===== src/hdl/ebc_pkg.sv =====
// ----------------------------------------------------------------------------
// ebc_pkg
// Shared constants, codes and types for the entropy bit collector.
// ----------------------------------------------------------------------------
package ebc_pkg;

    // Store geometry: bits are held eight to a row, earliest bit in the MSB.
    localparam int STORE_BITS = 256;
    localparam int STORE_ROWS = STORE_BITS / 8;
    localparam int ROW_W      = $clog2(STORE_ROWS);

    // Field widths fixed by the interface.
    localparam int CNT_W  = 9;
    localparam int EXT_W  = CNT_W + 1;
    localparam int MOD_W  = 4;

    localparam logic [CNT_W-1:0] TARGET_RESET = 9'd256;

    // A die roll keeps its second bit only if the count after the first
    // bit is not a multiple of this.
    localparam logic [MOD_W-1:0] DIE_SPLIT = 4'd11;
    localparam logic [MOD_W-1:0] MOD_LAST  = DIE_SPLIT - 4'd1;

    // Operation codes.
    localparam logic [2:0] OP_RAW   = 3'd0;
    localparam logic [2:0] OP_PAIR  = 3'd1;
    localparam logic [2:0] OP_DIE   = 3'd2;
    localparam logic [2:0] OP_CLEAR = 3'd3;
    localparam logic [2:0] OP_READ  = 3'd4;

    // Pair extractor status codes.
    localparam logic [2:0] PS_WAIT    = 3'd0;
    localparam logic [2:0] PS_DROP    = 3'd1;
    localparam logic [2:0] PS_ADD0    = 3'd2;
    localparam logic [2:0] PS_ADD1    = 3'd3;
    localparam logic [2:0] PS_NO_PAIR = 3'd4;

    // Sequencer states.
    typedef enum logic [1:0] {
        ST_IDLE,
        ST_EXEC,
        ST_SPILL
    } st_t;

    // Access request from the sequencer to the bit store.
    typedef struct packed {
        logic             rd_en;
        logic [ROW_W-1:0] rd_row;
        logic             wr_en;
        logic [ROW_W-1:0] wr_row;
        logic [7:0]       wr_data;
        logic             clr;
    } store_req_t;

endpackage


===== src/hdl/ebc_store.sv =====
// ----------------------------------------------------------------------------
// ebc_store
// Row memory for the collected bits with one valid flag per row.
// ----------------------------------------------------------------------------
module ebc_store
    import ebc_pkg::*;
(
    input  logic       clk,
    input  logic       rst_n,
    input  store_req_t req,
    output logic [7:0] rd_data
);

    logic [7:0]            mem [STORE_ROWS];
    logic [7:0]            mem_q_reg;
    logic [STORE_ROWS-1:0] row_valid_reg;
    logic [STORE_ROWS-1:0] row_valid_next;
    logic                  rd_valid_reg;
    logic                  rd_valid_next;

    // Synchronous memory: one write and one registered read per cycle.
    always_ff @(posedge clk)
    begin
        if (req.wr_en)
        begin
            mem[req.wr_row] <= req.wr_data;
        end
        if (req.rd_en)
        begin
            mem_q_reg <= mem[req.rd_row];
        end
    end

    // Row valid flags: a clear drops them all, a write marks its row.
    always_comb
    begin
        row_valid_next = row_valid_reg;
        if (req.clr)
        begin
            row_valid_next = '0;
        end
        else if (req.wr_en)
        begin
            row_valid_next[req.wr_row] = 1'b1;
        end
    end

    // The valid flag of the row being read travels with the read data.
    always_comb
    begin
        rd_valid_next = rd_valid_reg;
        if (req.rd_en)
        begin
            rd_valid_next = row_valid_reg[req.rd_row];
        end
    end

    always_ff @(posedge clk or negedge rst_n)
    begin
        if (!rst_n)
        begin
            row_valid_reg <= '0;
            rd_valid_reg  <= 1'b0;
        end
        else
        begin
            row_valid_reg <= row_valid_next;
            rd_valid_reg  <= rd_valid_next;
        end
    end

    // A row that was never written since the last clear reads as zeros.
    assign rd_data = rd_valid_reg ? mem_q_reg : 8'h00;

endmodule


===== src/hdl/ebc_ctrl.sv =====
// ----------------------------------------------------------------------------
// ebc_ctrl
// Command decode, pair extractor, counters and the read-modify-write
// sequencer for the bit store.
// ----------------------------------------------------------------------------
module ebc_ctrl
    import ebc_pkg::*;
(
    input  logic             clk,
    input  logic             rst_n,
    input  logic             start,
    input  logic [2:0]       op,
    input  logic [7:0]       value,
    input  logic [4:0]       byte_index,
    input  logic             cfg_we,
    input  logic [CNT_W-1:0] cfg_data,
    input  logic [7:0]       rd_data,
    output logic             busy,
    output logic             done,
    output logic [2:0]       pair_status,
    output logic [1:0]       dice_bits_added,
    output logic [CNT_W-1:0] bits_held,
    output logic             target_reached,
    output logic [7:0]       read_data,
    output store_req_t       req
);

    // Architectural state.
    st_t              state_reg, state_next;
    logic [CNT_W-1:0] target_reg, target_next;
    logic [CNT_W-1:0] total_reg, total_next;
    logic [MOD_W-1:0] mod_reg, mod_next;
    logic             pend_reg, pend_next;
    logic             first_reg, first_next;

    // Command held while the store is updated.
    logic [1:0]       nadd_reg, nadd_next;
    logic             bit_a_reg, bit_a_next;
    logic             bit_b_reg, bit_b_next;
    logic [2:0]       off_reg, off_next;
    logic [ROW_W-1:0] row_reg, row_next;
    logic             rd_op_reg, rd_op_next;

    // Result registers.
    logic             done_reg, done_next;
    logic [2:0]       status_reg, status_next;
    logic [1:0]       dice_reg, dice_next;
    logic             reached_reg, reached_next;
    logic [7:0]       rdata_reg, rdata_next;

    logic             accept;
    logic             spill;
    logic             coin;
    logic [EXT_W-1:0] total_ext;
    logic [EXT_W-1:0] tgt_ext;
    logic             has_room;
    logic             tgt_ok;
    logic [1:0]       code;
    logic [1:0]       add_n;
    logic             add_a;
    logic             add_b;
    logic [MOD_W-1:0] mod_sum;
    logic [7:0]       mask_a;
    logic [7:0]       mask_b;

    assign accept    = start && (state_reg == ST_IDLE);
    assign busy      = (state_reg != ST_IDLE);
    assign coin      = (value != 8'd0);
    assign total_ext = {1'b0, total_reg};
    assign tgt_ext   = {1'b0, target_reg};
    assign has_room  = total_ext < EXT_W'(STORE_BITS);
    assign tgt_ok    = (target_reg != '0) && (tgt_ext <= EXT_W'(STORE_BITS));
    assign code      = 2'(value - 8'd1);
    assign spill     = (nadd_reg == 2'd2) && (off_reg == 3'd7);

    // Decode of an accepted command: bits to append and pair state.
    always_comb
    begin
        add_n       = 2'd0;
        add_a       = 1'b0;
        add_b       = 1'b0;
        status_next = PS_NO_PAIR;
        dice_next   = 2'd0;
        pend_next   = pend_reg;
        first_next  = first_reg;
        unique case (op)
            OP_RAW:
            begin
                if (has_room)
                begin
                    add_n = 2'd1;
                    add_a = coin;
                end
            end
            OP_PAIR:
            begin
                if (!pend_reg)
                begin
                    pend_next   = 1'b1;
                    first_next  = coin;
                    status_next = PS_WAIT;
                end
                else
                begin
                    pend_next = 1'b0;
                    if (first_reg == coin)
                    begin
                        status_next = PS_DROP;
                    end
                    else
                    begin
                        status_next = first_reg ? PS_ADD1 : PS_ADD0;
                        if (has_room)
                        begin
                            add_n = 2'd1;
                            add_a = first_reg;
                        end
                    end
                end
            end
            OP_DIE:
            begin
                if (tgt_ok && (total_ext < tgt_ext) && (value >= 8'd1) && (value <= 8'd4))
                begin
                    add_n     = 2'd1;
                    add_a     = code[1];
                    dice_next = 2'd1;
                    if (((total_ext + EXT_W'(1)) < tgt_ext) && (mod_reg != MOD_LAST))
                    begin
                        add_n     = 2'd2;
                        add_b     = code[0];
                        dice_next = 2'd2;
                    end
                end
            end
            OP_CLEAR:
            begin
                pend_next  = 1'b0;
                first_next = 1'b0;
            end
            default:
            begin
                add_n = 2'd0;
            end
        endcase
    end

    // Count and its residue by the die split after the append.
    always_comb
    begin
        mod_sum = mod_reg + MOD_W'(add_n);
        if (op == OP_CLEAR)
        begin
            total_next = '0;
            mod_next   = '0;
        end
        else
        begin
            total_next = total_reg + CNT_W'(add_n);
            mod_next   = (mod_sum >= DIE_SPLIT) ? (mod_sum - DIE_SPLIT) : mod_sum;
        end
        reached_next = tgt_ok && ({1'b0, total_next} >= tgt_ext);
    end

    // Command capture for the store update.
    always_comb
    begin
        nadd_next  = add_n;
        bit_a_next = add_a;
        bit_b_next = add_b;
        off_next   = total_reg[2:0];
        row_next   = total_reg[3 +: ROW_W];
        rd_op_next = (op == OP_READ) && ({1'b0, byte_index} < 6'(STORE_ROWS));
    end

    // Next state.
    always_comb
    begin
        state_next = state_reg;
        unique case (state_reg)
            ST_IDLE:
            begin
                if (accept)
                begin
                    state_next = ST_EXEC;
                end
            end
            ST_EXEC:
            begin
                state_next = spill ? ST_SPILL : ST_IDLE;
            end
            ST_SPILL:
            begin
                state_next = ST_IDLE;
            end
            default:
            begin
                state_next = ST_IDLE;
            end
        endcase
    end

    // Bit masks for the tail row: the second die bit stays in the row
    // unless the first one filled it.
    always_comb
    begin
        mask_a = bit_a_reg ? (8'h80 >> off_reg) : 8'h00;
        mask_b = (bit_b_reg && (nadd_reg == 2'd2) && (off_reg != 3'd7))
               ? (8'h80 >> (off_reg + 3'd1)) : 8'h00;
    end

    // Store requests, read data capture and the result strobe.
    always_comb
    begin
        req        = '0;
        done_next  = 1'b0;
        rdata_next = rdata_reg;
        unique case (state_reg)
            ST_IDLE:
            begin
                req.rd_en  = accept;
                req.rd_row = (op == OP_READ) ? ROW_W'(byte_index) : total_reg[3 +: ROW_W];
                req.clr    = accept && (op == OP_CLEAR);
            end
            ST_EXEC:
            begin
                req.wr_en   = (nadd_reg != 2'd0);
                req.wr_row  = row_reg;
                req.wr_data = rd_data | mask_a | mask_b;
                rdata_next  = rd_op_reg ? rd_data : 8'h00;
                done_next   = !spill;
            end
            ST_SPILL:
            begin
                req.wr_en   = 1'b1;
                req.wr_row  = row_reg + ROW_W'(1);
                req.wr_data = {bit_b_reg, 7'b0};
                done_next   = 1'b1;
            end
            default:
            begin
                done_next = 1'b0;
            end
        endcase
    end

    // Control registers.
    always_ff @(posedge clk or negedge rst_n)
    begin
        if (!rst_n)
        begin
            state_reg  <= ST_IDLE;
            target_reg <= TARGET_RESET;
            total_reg  <= '0;
            mod_reg    <= '0;
            pend_reg   <= 1'b0;
            first_reg  <= 1'b0;
            done_reg   <= 1'b0;
        end
        else
        begin
            state_reg <= state_next;
            done_reg  <= done_next;
            if (cfg_we)
            begin
                target_reg <= cfg_data;
            end
            if (accept)
            begin
                total_reg <= total_next;
                mod_reg   <= mod_next;
                pend_reg  <= pend_next;
                first_reg <= first_next;
            end
        end
    end

    // Command and result payload registers.
    always_ff @(posedge clk)
    begin
        if (accept)
        begin
            nadd_reg    <= nadd_next;
            bit_a_reg   <= bit_a_next;
            bit_b_reg   <= bit_b_next;
            off_reg     <= off_next;
            row_reg     <= row_next;
            rd_op_reg   <= rd_op_next;
            status_reg  <= status_next;
            dice_reg    <= dice_next;
            reached_reg <= reached_next;
        end
        rdata_reg <= rdata_next;
    end

    assign done            = done_reg;
    assign pair_status     = status_reg;
    assign dice_bits_added = dice_reg;
    assign bits_held       = total_reg;
    assign target_reached  = reached_reg;
    assign read_data       = rdata_reg;

endmodule


===== src/hdl/entropy_bit_collector_unit.sv =====
// ----------------------------------------------------------------------------
// entropy_bit_collector_unit
// Collects entropy bits (raw, von Neumann pairs, die rolls) in a row memory
// and reads them back a byte at a time.
// ----------------------------------------------------------------------------
//  Channel   Handshake            Payload
//  command   start / busy         op, value, byte_index
//  result    done (one cycle)     pair_status, dice_bits_added, bits_held,
//                                 target_reached, read_data
//  config    cfg_we               cfg_data (target length)
//
//  A command is taken when start is high and busy is low. Its result shows
//  with done after the EXEC state, which does the read-modify-write of the row, or
//  after the SPILL state when a die roll spills its second bit into the next row.
//  A new command may be taken in the cycle in which done is high.
//  Reset clears the row valid flags at once, so no clearing pass is needed.
//  The receiver cannot stall: each result is a single-cycle transfer.
// ----------------------------------------------------------------------------
module entropy_bit_collector_unit
    import ebc_pkg::*;
(
    input  logic             clk,
    input  logic             rst_n,
    input  logic             start,
    output logic             busy,
    input  logic [2:0]       op,
    input  logic [7:0]       value,
    input  logic [4:0]       byte_index,
    input  logic             cfg_we,
    input  logic [CNT_W-1:0] cfg_data,
    output logic             done,
    output logic [2:0]       pair_status,
    output logic [1:0]       dice_bits_added,
    output logic [CNT_W-1:0] bits_held,
    output logic             target_reached,
    output logic [7:0]       read_data
);

    store_req_t req;
    logic [7:0] rd_data;

    // Sequencer and counters.
    ebc_ctrl u_ctrl (
        .clk             (clk),
        .rst_n           (rst_n),
        .start           (start),
        .op              (op),
        .value           (value),
        .byte_index      (byte_index),
        .cfg_we          (cfg_we),
        .cfg_data        (cfg_data),
        .rd_data         (rd_data),
        .busy            (busy),
        .done            (done),
        .pair_status     (pair_status),
        .dice_bits_added (dice_bits_added),
        .bits_held       (bits_held),
        .target_reached  (target_reached),
        .read_data       (read_data),
        .req             (req)
    );

    // Bit store.
    ebc_store u_store (
        .clk     (clk),
        .rst_n   (rst_n),
        .req     (req),
        .rd_data (rd_data)
    );

endmodule

===== config.mk =====
export PLATFORM = sky130hd
export DESIGN_NAME = entropy_bit_collector_unit
export DESIGN_NICKNAME = d
export VERILOG_FILES = /design/src/hdl/ebc_pkg.sv /design/src/hdl/ebc_store.sv /design/src/hdl/ebc_ctrl.sv /design/src/hdl/entropy_bit_collector_unit.sv
export SDC_FILE = /design/constraint.sdc
export NUM_CORES = 1
export LEC_CHECK = 0
export BUFFER_PORTS_ARGS = -buffer_cell sky130_fd_sc_hd__buf_2
export CAP_MARGIN = 20
export CORE_UTILIZATION = 35
export CTS_CLUSTER_SIZE = 8
export DETAILED_ROUTE_END_ITERATION = 8
export SYNTH_ARGS = -nofsm -noshare
export SYNTH_HDL_FRONTEND = slang
export SYNTH_HIERARCHICAL = 1
export SYNTH_SLANG_ARGS = --single-unit

===== constraint.sdc =====
create_clock -name clk -period 11.67 [get_ports clk]
set_clock_uncertainty 0.2 [all_clocks]
set_input_delay 2.334 -clock clk [delete_from_list [all_inputs] [get_ports clk]]
set_output_delay 2.334 -clock clk [all_outputs]
set_load 0.01 [all_outputs]

Yosys cells after proc, flatten, opt, wreduce, memory -nomap -nowiden
Memories as Yosys holds them, arrays and structs flattened. A register that Yosys moved wholly into a read port is not among the register bits.
Cells that the tools add are included.
{ "classes": {"n_addsub": 7, "bitwise_logic": 5, "n_lt_le_gt_ge": 11, "reduce_logical": 26, "mul": 0, "div_mod_pow": 0, "eq_ne": 13, "shift": 2, "n_mux": 41} }
{ "ops": {"columns": ["cell", "n"], "rows": [
  ["$mux W32", 2],
  ["$or A32 B32 Y32", 1],
  ["$pmux W14 S2", 1],
  ["$mux W8", 3],
  ["$or A8 B8 Y8", 2],
  ["$shr A8 B3 Y8 const A", 2],
  ["$mux W1", 14],
  ["$logic_and A1 B1 Y1", 12],
  ["$lt A5 B6 Y1 const B", 2],
  ["$mux W2", 6],
  ["$add A9 B1 Y10 const B", 1],
  ["$lt A10 B9 Y1", 1],
  ["$add A9 B2 Y9", 1],
  ["$ge A9 B9 Y1", 1],
  ["$le A9 B9 Y1 const B", 1],
  ["$lt A9 B9 Y1", 1],
  ["$lt A9 B9 Y1 const B", 1],
  ["$mux W9", 1],
  ["$reduce_bool A9 Y1", 1],
  ["$ge A8 B1 Y1 const B", 1],
  ["$le A8 B3 Y1 const B", 1],
  ["$mux W4", 2],
  ["$reduce_bool A2 Y1", 4],
  ["$reduce_bool A8 Y1", 1],
  ["33 further kinds", 42]
]} }
{ "totals": {"word_cells": 127, "memories": 1, "latchBits": 0, "inputBits": 29, "rom_bits": 0, "ff_bits": 87, "ramBits": 256} }
{ "mem_list": {"columns": ["name", "words", "word_bits", "rd", "rd_clocked_by_memory_dff", "wr", "line", "text"], "rows": [
  ["u_store.mem", 32, 8, 1, 1, 1, "ebc_store.sv:14", "logic [7:0] mem [STORE_ROWS];"]
]} }

Depth between registers and ports, before layout
Gate-level depths: netlist of the first run.
{ "depth": {"word_depth": 13, "mapped_depth": 23, "mapped_depth_nobuf": 21} }

Cells and area by module
The synthesis of the first run kept the hierarchy.
{ "modules_own_cells": {"columns": ["module", "area_per_inst_um2", "cells_per_inst", "n_inst"], "rows": [
  ["ebc_store", 11576.1, 568, 1],
  ["ebc_ctrl", 3674.8, 384, 1]
]} }

Worst setup path after synthesis of the first run
No wires, ideal clock.
{ "synth_path": {"kind": "in2reg", "start": "input value[6]", "end": "register u_ctrl.reached_reg (netlist: u_ctrl/target_reached) (data pin)", "arrival_time_ns": 5.489, "path_stages": 19, "slack_ns": 5.717, "required_ns": 11.206, "setup_time_ns": 0.264, "cell_sequence": "or4_1 nor2_1 nand3b_1 ha_1 nand2b_1 nor4_1 nor2_1 o21ai_1 ha_1 a21oi_1 nor2b_1 nand3_1 xor2_1 nor2_1 ha_1 nand4_1 o211ai_1 a41oi_1 a211oi_1"} }
{ "synth_via": {"elab_chain_len": 9, "word_cells_on_any_way": 14, "classes_between": "add/sub: 1; order compare: 3; eq/ne: 1; mux: 5; reduce/logical: 4"} }
{ "synth_rtl": {"columns": ["item", "line", "text"], "rows": [
  ["start, declared", "entropy_bit_collector_unit.sv:27", "input logic [7:0] value,"],
  ["$ge A8 B1 Y1 / $reduce_bool A8 Y1 (equally long branches)", "ebc_ctrl.sv:123, ebc_ctrl.sv:68", null],
  ["$logic_and A1 B1 Y1 / $eq A1 B1 Y1 (equally long branches)", "ebc_ctrl.sv:123, ebc_ctrl.sv:106", null],
  ["$logic_and A1 B1 Y1 / $mux W2 (equally long branches)", "ebc_ctrl.sv:123, ebc_ctrl.sv:106", null],
  ["$mux W2, on equally long branches", "ebc_ctrl.sv:123, ebc_ctrl.sv:97", null],
  ["$pmux W2 S3 *", "ebc_ctrl.sv:86", "unique case (op)"],
  ["named net u_ctrl.add_n[0]", "ebc_ctrl.sv:59", "logic [1:0] add_n;"],
  ["$add A9 B2 Y9 *", "ebc_ctrl.sv:159", "total_next = total_reg + CNT_W'(add_n);"],
  ["$mux W9 *", "ebc_ctrl.sv:152", "if (op == OP_CLEAR)"],
  ["named net u_ctrl.total_next[7]", "ebc_ctrl.sv:31", "logic [CNT_W-1:0] total_reg, total_next;"],
  ["$ge A9 B9 Y1 *", "ebc_ctrl.sv:162", "reached_next = tgt_ok && ({1'b0, total_next} >= tgt_ext);"],
  ["$logic_and A1 B1 Y1 *", "ebc_ctrl.sv:162", null],
  ["named net u_ctrl.reached_next", "ebc_ctrl.sv:48", "logic reached_reg, reached_next;"],
  ["end signal, assigned", "ebc_ctrl.sv:291", "reached_reg <= reached_next;"],
  ["end, declared", "ebc_ctrl.sv:48", null]
]} }
Mark *: on every way through the listed nets, which the timed path passes. The rest lies on a longest branch.
A chain may end at the register's enable or synchronous reset.

==> flow_summary.json, run 1 <==
{
  "status": "complete, no violations",
  "post-place-ws_ns": 4.87,
  "routed_via_count": 8700,
  "layout-drive-gt1-share_pct": 24.7,
  "via_per_inst": 5.21,
  "cts_max_level": 2,
  "instances_no_fill": 1671,
  "final-setup-viol-count": 0,
  "final_nets": 1134,
  "synth_cells": 952,
  "power.density_cell_area_mw_per_mm2": 192,
  "clock_tree.buffer_depth": 3,
  "placement.cell_area_mm2": 0.0164,
  "r2r_cells": 21,
  "final_max_slew_viol_count": 0,
  "arrival_ns": 6.24,
  "synth_warnings": 6,
  "endpoint_kind": "flip-flop",
  "synthTopCellsByArea": "sky130_fd_sc_hd__edfxtp_1 57%, sky130_fd_sc_hd__mux4_2 12%, sky130_fd_sc_hd__dfrtp_1 9.7%, sky130_fd_sc_hd__nor2_1 3.4%, sky130_fd_sc_hd__ha_1 3.4%",
  "final.setup.tns_ns": 0,
  "worst_path_fanout_max": 44,
  "internal_reg_to_reg_setup_slack_ns": 6.15,
  "synth_cell_types": 57,
  "detail_route.iter0.violations": 893,
  "drt_wl_total_um": 36700,
  "globalplace.congestion": 0.804,
  "gr-usage-all-layers_pct": 17.0,
  "power.leakage_uw": 0.00632,
  "grt-ovfl-total": 0,
  "async_reset_ff_share_pct": 17.1,
  "post_synth.cell_area_avg_um2": 16.0,
  "fillers": 3937,
  "synth.most_common_cell": "sky130_fd_sc_hd__edfxtp_1",
  "worst_hold_path_type": "reg -> reg",
  "floorplan_die_area_mm2": 0.0444,
  "first_global_vias": 8795,
  "tritoncts.num_buffers": 50,
  "dominantRegCellSynth": "sky130_fd_sc_hd__edfxtp_1",
  "tightestPinTransition_ns": 1.16,
  "hold_path_depth": 2,
  "most_area_hungry_cell_type_in_the_yosys_netlist": "sky130_fd_sc_hd__edfxtp_1",
  "hold_path_end": "u_store/row_valid_reg[22]$_DFFE_PN0P_",
  "drcViolationCount": 0,
  "grt_setup_unrepaired": "no",
  "post-route-min-period_ns": 6.15,
  "number_of_port_buffers": 53,
  "ant_nets": 0,
  "hold_viol": 0,
  "largest_register_ffs": 256,
  "cp.required_ns": 11.77,
  "hpwl_um": 23800,
  "final.setup.worst_slack_ns": 5.52,
  "post-route-period-util_pct": 52.7,
  "core_footprint_mm2": 0.0430,
  "fin_area_mm2": 0.0179,
  "synth_enable_flop_cells": 291,
  "flow.area_growth_from_synthesis_pct": 17.1,
  "peakVddDrop_mv": 0.116,
  "critical_path.reg2reg.startpoint": "u_ctrl/bits_held[2]$_DFFE_PN0P_",
  "cts_hold_buffers": 0,
  "worst_slew_margin_rel_pct": 22.6,
  "floorplan.die.height_um": 211,
  "grt_max_degree": 69,
  "postSynthNetCount": 1024,
  "max_freq_mhz": 163,
  "seq_area_frac_synth_pct": 67.2,
  "cts_tree": "built",
  "clk_pin_slew_ns": 0.05,
  "cell_at_the_root_of_the_clock_tree": "sky130_fd_sc_hd__clkbuf_16",
  "dp_cells": 1592,
  "grt_antenna_before_repair": 1,
  "cts_sinks": 351,
  "synth.cell_area_mm2": 0.0153,
  "num_io_pins": 54,
  "global_route_wire_length_before_repair_um": 55800,
  "netlist.area_leader.share_pct": 57.3,
  "drv_cap": 0,
  "postSynthRegisterBits": 351,
  "effective_utilization_at_floorplan_pct": 35.5,
  "cts_post_setup_buffers_inserted": 0,
  "synth_top_cells_by_count": "291 x sky130_fd_sc_hd__edfxtp_1, 137 x sky130_fd_sc_hd__nor2_1, 80 x sky130_fd_sc_hd__mux4_2",
  "worstSkewPairLatency_ns": 0.57,
  "drtPass1Iterations": 5,
  "rr_endpoint": "u_ctrl/target_reached$_DFFE_PP_",
  "design_power_total_uw": 3430,
  "timing.setup.critical_path_class": "in -> reg",
  "worstSetupStartpointType": "input port",
  "drt-wirelength-per-cell_um": 22.0,
  "floorplan.rows": 76,
  "cts_resizes": 0,
  "hold_start": "u_store/row_valid_reg[22]$_DFFE_PN0P_",
  "die_w_um": 211
}
[worst max-delay path by stage]
stage	slack, ns	start	to
floorplan	5.72	value[6]	u_ctrl/target_reached$_DFFE_PP_
global placement	4.94	op[0]	u_store/mem_q_reg[3]$_DFFE_PP_
detailed placement	4.87	op[0]	u_store/mem_q_reg[0]$_DFFE_PP_
CTS	5.44	op[0]	u_store/mem_q_reg[3]$_DFFE_PP_
global route	5.22	op[0]	u_store/mem_q_reg[3]$_DFFE_PP_
finish	5.52	op[0]	u_store/mem_q_reg[3]$_DFFE_PP_
[critical path: stages]
cell,delay [ns]
sky130_fd_sc_hd__buf_2,0.13
sky130_fd_sc_hd__nor3b_2,0.62
sky130_fd_sc_hd__mux2i_1,0.23
sky130_fd_sc_hd__nor2_4,0.11
sky130_fd_sc_hd__buf_4,0.58
sky130_fd_sc_hd__buf_4,0.78
sky130_fd_sc_hd__mux4_2,0.61
sky130_fd_sc_hd__mux4_2,0.49
sky130_fd_sc_hd__mux2_2,0.28
[power breakdown]
part           internal, uW  total, uW  switching, uW
Sequential             1540       1620           77.5
Clock                   782       1300            515
Combinational           188        512            324
[per-stage QoR]
stage               hold slack [ns]  utilization (%)
global placement              0.277             38.1
floorplan                     0.266                -
detailed placement            0.286             38.3
CTS                           0.297             41.5
finish                        0.292             41.6
global route                  0.311             41.6
[cell type report]
type	count	area, um^2	area share [%]
clock inverter	5	66.3	0.371
tap	585	732	4.10
inverter	22	82.6	0.462
clock buffer	70	1330	7.43
antenna	1	2.50	0.0140
multi-input combinational	539	4780	26.8
timing repair buffer	98	629	3.52
sequential	351	10200	57.3
[routing by layer]
metal / GRT usage [%] / share of wire, % / vias up
met5: 0 / 0 / -
met4: 5.02 / 2.4 / 0
met3: 3.45 / 7.7 / 56
met2: 26.5 / 47 / 318
met1: 24.0 / 43 / 4443
li1: - / - / 3883
[layout by cell type (no fill, tap or decap), types with 3 or more instances in the layout]
cell	instances
sky130_fd_sc_hd__edfxtp_1	291
sky130_fd_sc_hd__nor2_1	128
sky130_fd_sc_hd__mux4_2	80
sky130_fd_sc_hd__dfrtp_1	59
sky130_fd_sc_hd__buf_2	53
sky130_fd_sc_hd__clkbuf_16	50
sky130_fd_sc_hd__nand2_1	42
sky130_fd_sc_hd__ha_1	41
sky130_fd_sc_hd__buf_4	38
sky130_fd_sc_hd__o21ai_0	29
sky130_fd_sc_hd__nand3_1	26
sky130_fd_sc_hd__mux2i_1	23
sky130_fd_sc_hd__inv_1	21
sky130_fd_sc_hd__and2_1	21
sky130_fd_sc_hd__clkbuf_1	20
sky130_fd_sc_hd__a21oi_1	15
sky130_fd_sc_hd__mux2_2	11
sky130_fd_sc_hd__xnor2_1	10
sky130_fd_sc_hd__nor2b_1	10
sky130_fd_sc_hd__xor2_1	9
sky130_fd_sc_hd__nand2b_1	8
sky130_fd_sc_hd__nor2_2	7
sky130_fd_sc_hd__o31ai_1	7
sky130_fd_sc_hd__buf_6	7
sky130_fd_sc_hd__and3_1	6
sky130_fd_sc_hd__nand3b_1	6
sky130_fd_sc_hd__a211oi_1	5
sky130_fd_sc_hd__a31oi_1	4
sky130_fd_sc_hd__nor4_1	4
sky130_fd_sc_hd__a22oi_1	4
sky130_fd_sc_hd__a41oi_1	3
sky130_fd_sc_hd__a221oi_1	3
sky130_fd_sc_hd__or3b_2	3
[logic make-up after synthesis]
logic type / share of synthesized area (%)
muxes: 14.1
xor gates and xnor gates: 1.09
buffers and inverters: 1.80
adders and majority gates: 3.63
and+or+nand+nor: 8.40
AOI/OAI and AO/OA: 3.79
DFF: 67.2
Note: power is estimated with default switching activity, not from simulation.
==> run 2, diff against run 1 <==
==> constraint.sdc (replaced) <==
create_clock -name clk -period 5.9 [get_ports clk]
set_clock_uncertainty 0.2 [all_clocks]
set_input_delay 1.18 -clock clk [delete_from_list [all_inputs] [get_ports clk]]
set_output_delay 1.18 -clock clk [all_outputs]
set_load 0.01 [all_outputs]
==> run 2 against run 1 <==
Register-to-register slack worse by 5.5 ns. Wire length down 7.1%. First-iteration DRC count down 34%. Sequential power rose by 97%. Combinational power grew 110%. Total power increased by 99%. Sequential share of layout area up 0.21 points. Clock power up 99%. Utilization decreased by 0.15 points. Die area stayed put. Worst hold slack better by 0.0039 ns. Flip-flop and latch count stayed put. Critical path type is now reg -> reg. Largest cell class unchanged. Highest routed layer is now met5.
==> flow_summary.json, run 2 (synthesis gave the netlist of run 1 again) <==
{
  "status": "complete, no violations",
  "arrival_ns": 5.31,
  "grt_setup_unrepaired": "no",
  "routed_via_count": 8482,
  "post-route-min-period_ns": 5.20,
  "most-common-layout-cells": "291 x sky130_fd_sc_hd__edfxtp_1, 128 x sky130_fd_sc_hd__nor2_1, 80 x sky130_fd_sc_hd__mux4_2",
  "fillers": 3937,
  "drcViolationCount": 0,
  "cpMostUsedCell": "sky130_fd_sc_hd__ha_1",
  "drt-wirelength-per-cell_um": 20.5,
  "tritoncts.num_buffers": 49,
  "grt_antenna_before_repair": 1,
  "number_of_port_buffers": 53,
  "critical_path.reg2reg.startpoint": "u_ctrl/bits_held[2]$_DFFE_PN0P_",
  "cts_hold_buffers": 0,
  "hpwl_um": 22000,
  "layout.cells.most_common": "sky130_fd_sc_hd__edfxtp_1",
  "first_global_vias": 8547,
  "fin_util_pct": 41.4,
  "cts_sinks": 351,
  "timing.critical_path.slowest_cell_delay_ns": 0.62,
  "clk_pin_slew_ns": 0.05,
  "global_route_wire_length_before_repair_um": 52400,
  "worst_hold_path_type": "reg -> reg",
  "internal_reg_to_reg_setup_slack_ns": 0.70,
  "globalplace.congestion": 0.802,
  "cell_at_the_root_of_the_clock_tree": "sky130_fd_sc_hd__clkbuf_16",
  "gr-usage-all-layers_pct": 15.7,
  "crit_start": "u_ctrl/bits_held[2]$_DFFE_PN0P_",
  "worst_path_fanout_max": 11,
  "cp.required_ns": 6.01,
  "rr_endpoint": "u_ctrl/target_reached$_DFFE_PP_",
  "design_power_total_uw": 6840,
  "seqCellArea_mm2": 0.0102,
  "clock_tree.buffer_depth": 3,
  "cell_at_the_slowest_stage_of_the_critical_path": "sky130_fd_sc_hd__dfrtp_1",
  "cts_max_level": 2,
  "multi_input_comb_area_mm2": 0.00479,
  "layout-drive-gt1-share_pct": 22.8,
  "largest_register_ffs": 256,
  "power.density_cell_area_mw_per_mm2": 384,
  "grt_max_degree": 69,
  "final_nets": 1114,
  "final-setup-viol-count": 0,
  "final_max_slew_viol_count": 0,
  "cts_post_setup_buffers_inserted": 0,
  "post-place-ws_ns": 0.482,
  "crit_buf_inv": 0,
  "final.setup.worst_slack_ns": 0.698,
  "worstSetupStartpointType": "flip-flop",
  "ant_nets": 0,
  "worst_slew_margin_rel_pct": 23.4,
  "floorplan_die_area_mm2": 0.0444,
  "r2r_cells": 20,
  "tightestPinTransition_ns": 1.14,
  "flow.area_growth_from_synthesis_pct": 16.7,
  "timing.setup.critical_path_class": "reg -> reg",
  "drv_cap": 0,
  "floorplan.rows": 76,
  "final.setup.tns_ns": 0,
  "num_io_pins": 54,
  "hold_viol": 0,
  "cp_top_family": "compound AO/OA/AOI/OAI gates",
  "endpoint_kind": "flip-flop",
  "power.leakage_uw": 0.00623,
  "detail_route.iter0.violations": 589,
  "max_freq_mhz": 192,
  "cts_resizes": 0,
  "floorplan.die.height_um": 211,
  "cp_cell_sequence": "and3_1 > nand3_1 > nor2_1 > xor2_1 > ha_1 > a211oi_1 > o21ai_0 > a41oi_1 > o221a_2 > o21ai_1 > ha_1 > fa_1 > nand3_1 > xor2_1 > nor2_1 > ha_1 > a21oi_1 > o211ai_1 > a41oi_1 > a211oi_1",
  "worst_setup_path_endpoint": "u_ctrl/target_reached$_DFFE_PP_",
  "antennaDiodeCount": 0,
  "core_footprint_mm2": 0.0430,
  "drt_wl_total_um": 34100,
  "post-route-period-util_pct": 88.2,
  "worstSkewPairLatency_ns": 0.57,
  "drtPass1Iterations": 7,
  "hold_path_depth": 2,
  "cts_tree": "built",
  "die_w_um": 211,
  "peakVddDrop_mv": 0.207,
  "via_per_inst": 5.09,
  "grt-ovfl-total": 0,
  "effective_utilization_at_floorplan_pct": 35.5,
  "critical_path_cell_count": 20
}
==> run 2: report_power, final <==
part           internal (uW)  switching (uW)  leakage, uW
combinational            374             675      0.00206
sequential              3050             140      0.00349
clock                   1570            1020     0.000679
total                   5000            1840      0.00623
==> run 2: per-layer routing <==
metal,GRT usage [%],up-vias,routed length [um]
li1,-,3856,-
met1,21.6,4329,15300
met2,25.0,236,15900
met3,2.96,59,1920
met4,5.50,2,937
met5,0,-,13
==> run 2: final cells by class <==
type | count | area share (%)
inverter | 22 | 0.464
clock buffer | 89 | 7.73
multi-input combinational | 539 | 26.9
sequential | 351 | 57.5
clock inverter | 3 | 0.373
timing repair buffer | 79 | 2.87
tap | 585 | 4.11
==> run 2: worst min-delay path by stage <==
stage	endpoint	startpoint
final	u_store/row_valid_reg[12]$_DFFE_PN0P_	u_store/row_valid_reg[12]$_DFFE_PN0P_
after global routing	u_store/row_valid_reg[14]$_DFFE_PN0P_	u_store/row_valid_reg[14]$_DFFE_PN0P_
after CTS	u_store/row_valid_reg[12]$_DFFE_PN0P_	u_store/row_valid_reg[12]$_DFFE_PN0P_
after detailed placement	u_store/row_valid_reg[12]$_DFFE_PN0P_	u_store/row_valid_reg[12]$_DFFE_PN0P_
after global placement	u_store/row_valid_reg[16]$_DFFE_PN0P_	u_store/row_valid_reg[16]$_DFFE_PN0P_
after floorplan	u_store/row_valid_reg[0]$_DFFE_PN0P_	u_store/row_valid_reg[0]$_DFFE_PN0P_
==> run 2: tightest hold or removal path: cells and delay by family, from the launching register on <==
kind / cells / cell delay [ns]
and+or+nand+nor: 2 / 0.12
DFF: 1 / 0.33
==> run 2: through the flow <==
stage,instances,area (um^2),hold slack [ns]
floorplan,952,15300,0.266
global placement,1575,16300,0.277
detailed placement,1575,16300,0.288
CTS,1667,17800,0.298
global route,1668,17800,0.309
finish,1668,17800,0.296
==> run 3, diff against run 2 <==
--- a/config.mk
+++ b/config.mk
@@ -10,6 +10,7 @@
 export CORE_UTILIZATION = 35
 export CTS_CLUSTER_SIZE = 8
 export DETAILED_ROUTE_END_ITERATION = 8
+export PLACE_DENSITY = 0.59
 export SYNTH_ARGS = -nofsm -noshare
 export SYNTH_HDL_FRONTEND = slang
 export SYNTH_HIERARCHICAL = 1
==> run 3 against run 2 <==
Combinational power barely moved. Worst hold slack got worse by 0.0015 ns. Register-to-register slack improved by 0.14 ns. Sequential share of layout area rose by 0.27 points. Via count rose by 0.29%. Fmax rose by 2.7%. Clock power barely moved. Setup slack improved by 0.14 ns. Global-route usage fell by 0.10 points. Sequential power barely moved. First-iteration DRC count rose by 12%. Utilization fell by 0.20 points. Critical endpoint unchanged. Largest cell class unchanged. Highest routed layer unchanged.
==> flow_summary.json, run 3 (synthesis gave the netlist of run 1 again) <==
{
  "grt-ovfl-total": 0,
  "tritoncts.num_buffers": 49,
  "power.leakage_uw": 0.00620,
  "grt_setup_unrepaired": "no",
  "globalplace.congestion": 0.827,
  "flow.area_growth_from_synthesis_pct": 16.2,
  "most-common-layout-cells": "291 x sky130_fd_sc_hd__edfxtp_1, 128 x sky130_fd_sc_hd__nor2_1, 80 x sky130_fd_sc_hd__mux4_2",
  "worstSetupStartpointType": "flip-flop",
  "cp.required_ns": 6.00,
  "peakVddDrop_mv": 0.194,
  "cp_top_family": "compound AO/OA/AOI/OAI gates",
  "instances_no_fill": 1665,
  "grt_antenna_before_repair": 1,
  "floorplan.die.height_um": 211,
  "arrival_ns": 5.17,
  "final.setup.tns_ns": 0,
  "detail_route.iter0.violations": 657,
  "fin_worst_hold_slack_ns": 0.294,
  "dp_cells": 1572,
  "number_of_port_buffers": 53,
  "cp_cell_sequence": "and3_1 > nand3_1 > nor2_1 > xor2_1 > ha_1 > a211oi_1 > o21ai_0 > a41oi_1 > o221a_2 > o21ai_1 > ha_1 > fa_1 > nand3_1 > xor2_1 > nor2_1 > ha_1 > a21oi_1 > o211ai_1 > a41oi_1 > a211oi_1",
  "max_freq_mhz": 197,
  "timing.setup.critical_path_class": "reg -> reg",
  "cpMostUsedCell": "sky130_fd_sc_hd__ha_1",
  "final_max_slew_viol_count": 0,
  "cell_at_the_slowest_stage_of_the_critical_path": "sky130_fd_sc_hd__dfrtp_1",
  "largest_register_ffs": 256,
  "floorplan_die_area_mm2": 0.0444,
  "drt_wl_total_um": 33900,
  "cts_hold_buffers": 0,
  "cts_sinks": 351,
  "core_footprint_mm2": 0.0430,
  "drcViolationCount": 0,
  "crit_buf_inv": 0,
  "endpoint_kind": "flip-flop",
  "cts_tree": "built",
  "grt_max_degree": 81,
  "p_comb_share_pct": 15.6,
  "first_global_vias": 8456,
  "global_route_wire_length_before_repair_um": 52200,
  "layout.cells.most_common": "sky130_fd_sc_hd__edfxtp_1",
  "worstSkewPairLatency_ns": 0.56,
  "cell_at_the_root_of_the_clock_tree": "sky130_fd_sc_hd__clkbuf_16",
  "floorplan.rows": 76,
  "post-route-period-util_pct": 85.9,
  "num_io_pins": 54,
  "cts_max_level": 2,
  "drv_cap": 0,
  "routed_via_count": 8507,
  "layout-drive-gt1-share_pct": 22.6,
  "hold_viol": 0,
  "share_seq_of_total_power_pct": 46.7,
  "worst_path_fanout_max": 11,
  "switchingPower_uw": 1820,
  "hpwl_um": 21600,
  "status": "complete, no violations",
  "tightestPinTransition_ns": 1.11,
  "antennaDiodeCount": 0,
  "timing.critical_path.slowest_cell_delay_ns": 0.62,
  "drtPass1Iterations": 5,
  "final-setup-viol-count": 0,
  "clock_tree.buffer_depth": 3,
  "final_nets": 1111,
  "die_w_um": 211,
  "sw_frac_of_total_pct": 26.7,
  "clk_pin_slew_ns": 0.05,
  "intPower_uw": 4990,
  "cts_resizes": 0,
  "drt-wirelength-per-cell_um": 20.4,
  "worst_slew_margin_rel_pct": 25.8,
  "power.density_cell_area_mw_per_mm2": 384,
  "gr-usage-all-layers_pct": 15.6,
  "worst_hold_path_type": "reg -> reg",
  "via_per_inst": 5.11,
  "share_clk_of_total_power_pct": 37.7,
  "ant_nets": 0,
  "cts_post_setup_buffers_inserted": 0,
  "effective_utilization_at_floorplan_pct": 35.5,
  "post-route-min-period_ns": 5.07
}
run 3: tightest hold or removal path: cells and delay by family (launching register included):
kind             cells  cell delay (ns)
flip-flops           1             0.33
AND/OR/NAND/NOR      2             0.12
run 3: worst paths after layout:
kind                                                             from                                    end  slack, ns  depth (start not counted)
worst max-delay path                  u_ctrl/bits_held[2]$_DFFE_PN0P_        u_ctrl/target_reached$_DFFE_PP_       0.83                         20
worst min-delay path            u_store/row_valid_reg[30]$_DFFE_PN0P_  u_store/row_valid_reg[30]$_DFFE_PN0P_       0.29                          2
worst max register to register        u_ctrl/bits_held[2]$_DFFE_PN0P_        u_ctrl/target_reached$_DFFE_PP_       0.83                         20
worst min register to register  u_store/row_valid_reg[30]$_DFFE_PN0P_  u_store/row_valid_reg[30]$_DFFE_PN0P_       0.29                          2
max in group asynchronous                                       rst_n  u_store/row_valid_reg[16]$_DFFE_PN0P_       4.32                          2
min in group asynchronous                                       rst_n        u_ctrl/bits_held[8]$_DFFE_PN0P_       0.59                          2
run 3: layout make-up:
type | instances | area, um^2
Clock buffer | 89 | 1380
Clock inverter | 3 | 37.5
Inverter | 22 | 82.6
Tap cell | 585 | 732
Fill cell | 3954 | 25300
Sequential cell | 351 | 10200
Timing Repair Buffer | 76 | 463
Multi-Input combinational cell | 539 | 4780
run 3: stage by stage:
| step | utilization (%) | total power [uW] | setup WS [ns] | cell area (um^2) |
|---|---|---|---|---|
| 2_1_floorplan | - | 3860 | 1.10 | 15300 |
| 3_3_place_gp | 37.9 | 4270 | 0.674 | 16300 |
| 3_5_place_dp | 37.9 | 4300 | 0.513 | 16300 |
| 4_1_cts | 41.2 | 6880 | 0.762 | 17700 |
| 5_1_grt | 41.2 | 7120 | 0.425 | 17700 |
| 6_report | 41.2 | 6810 | 0.833 | 17700 |
run 3: routing by layer:
layer / global-route usage (%) / up-vias / part of all wire [%]
met5: 0 / - / 0.038
met4: 5.07 / 2 / 2.4
met1: 21.9 / 4350 / 45
li1: - / 3846 / -
met3: 2.60 / 57 / 5.3
met2: 24.8 / 252 / 47
run 3: power groups by stage:
stage,combinational (uW),sequential (uW),clock (uW)
2_1_floorplan,649,3210,0
4_1_cts,1080,3180,2630
5_1_grt,1180,3210,2730
3_5_place_dp,1070,3220,0
6_report,1060,3180,2570
3_3_place_gp,1050,3220,0
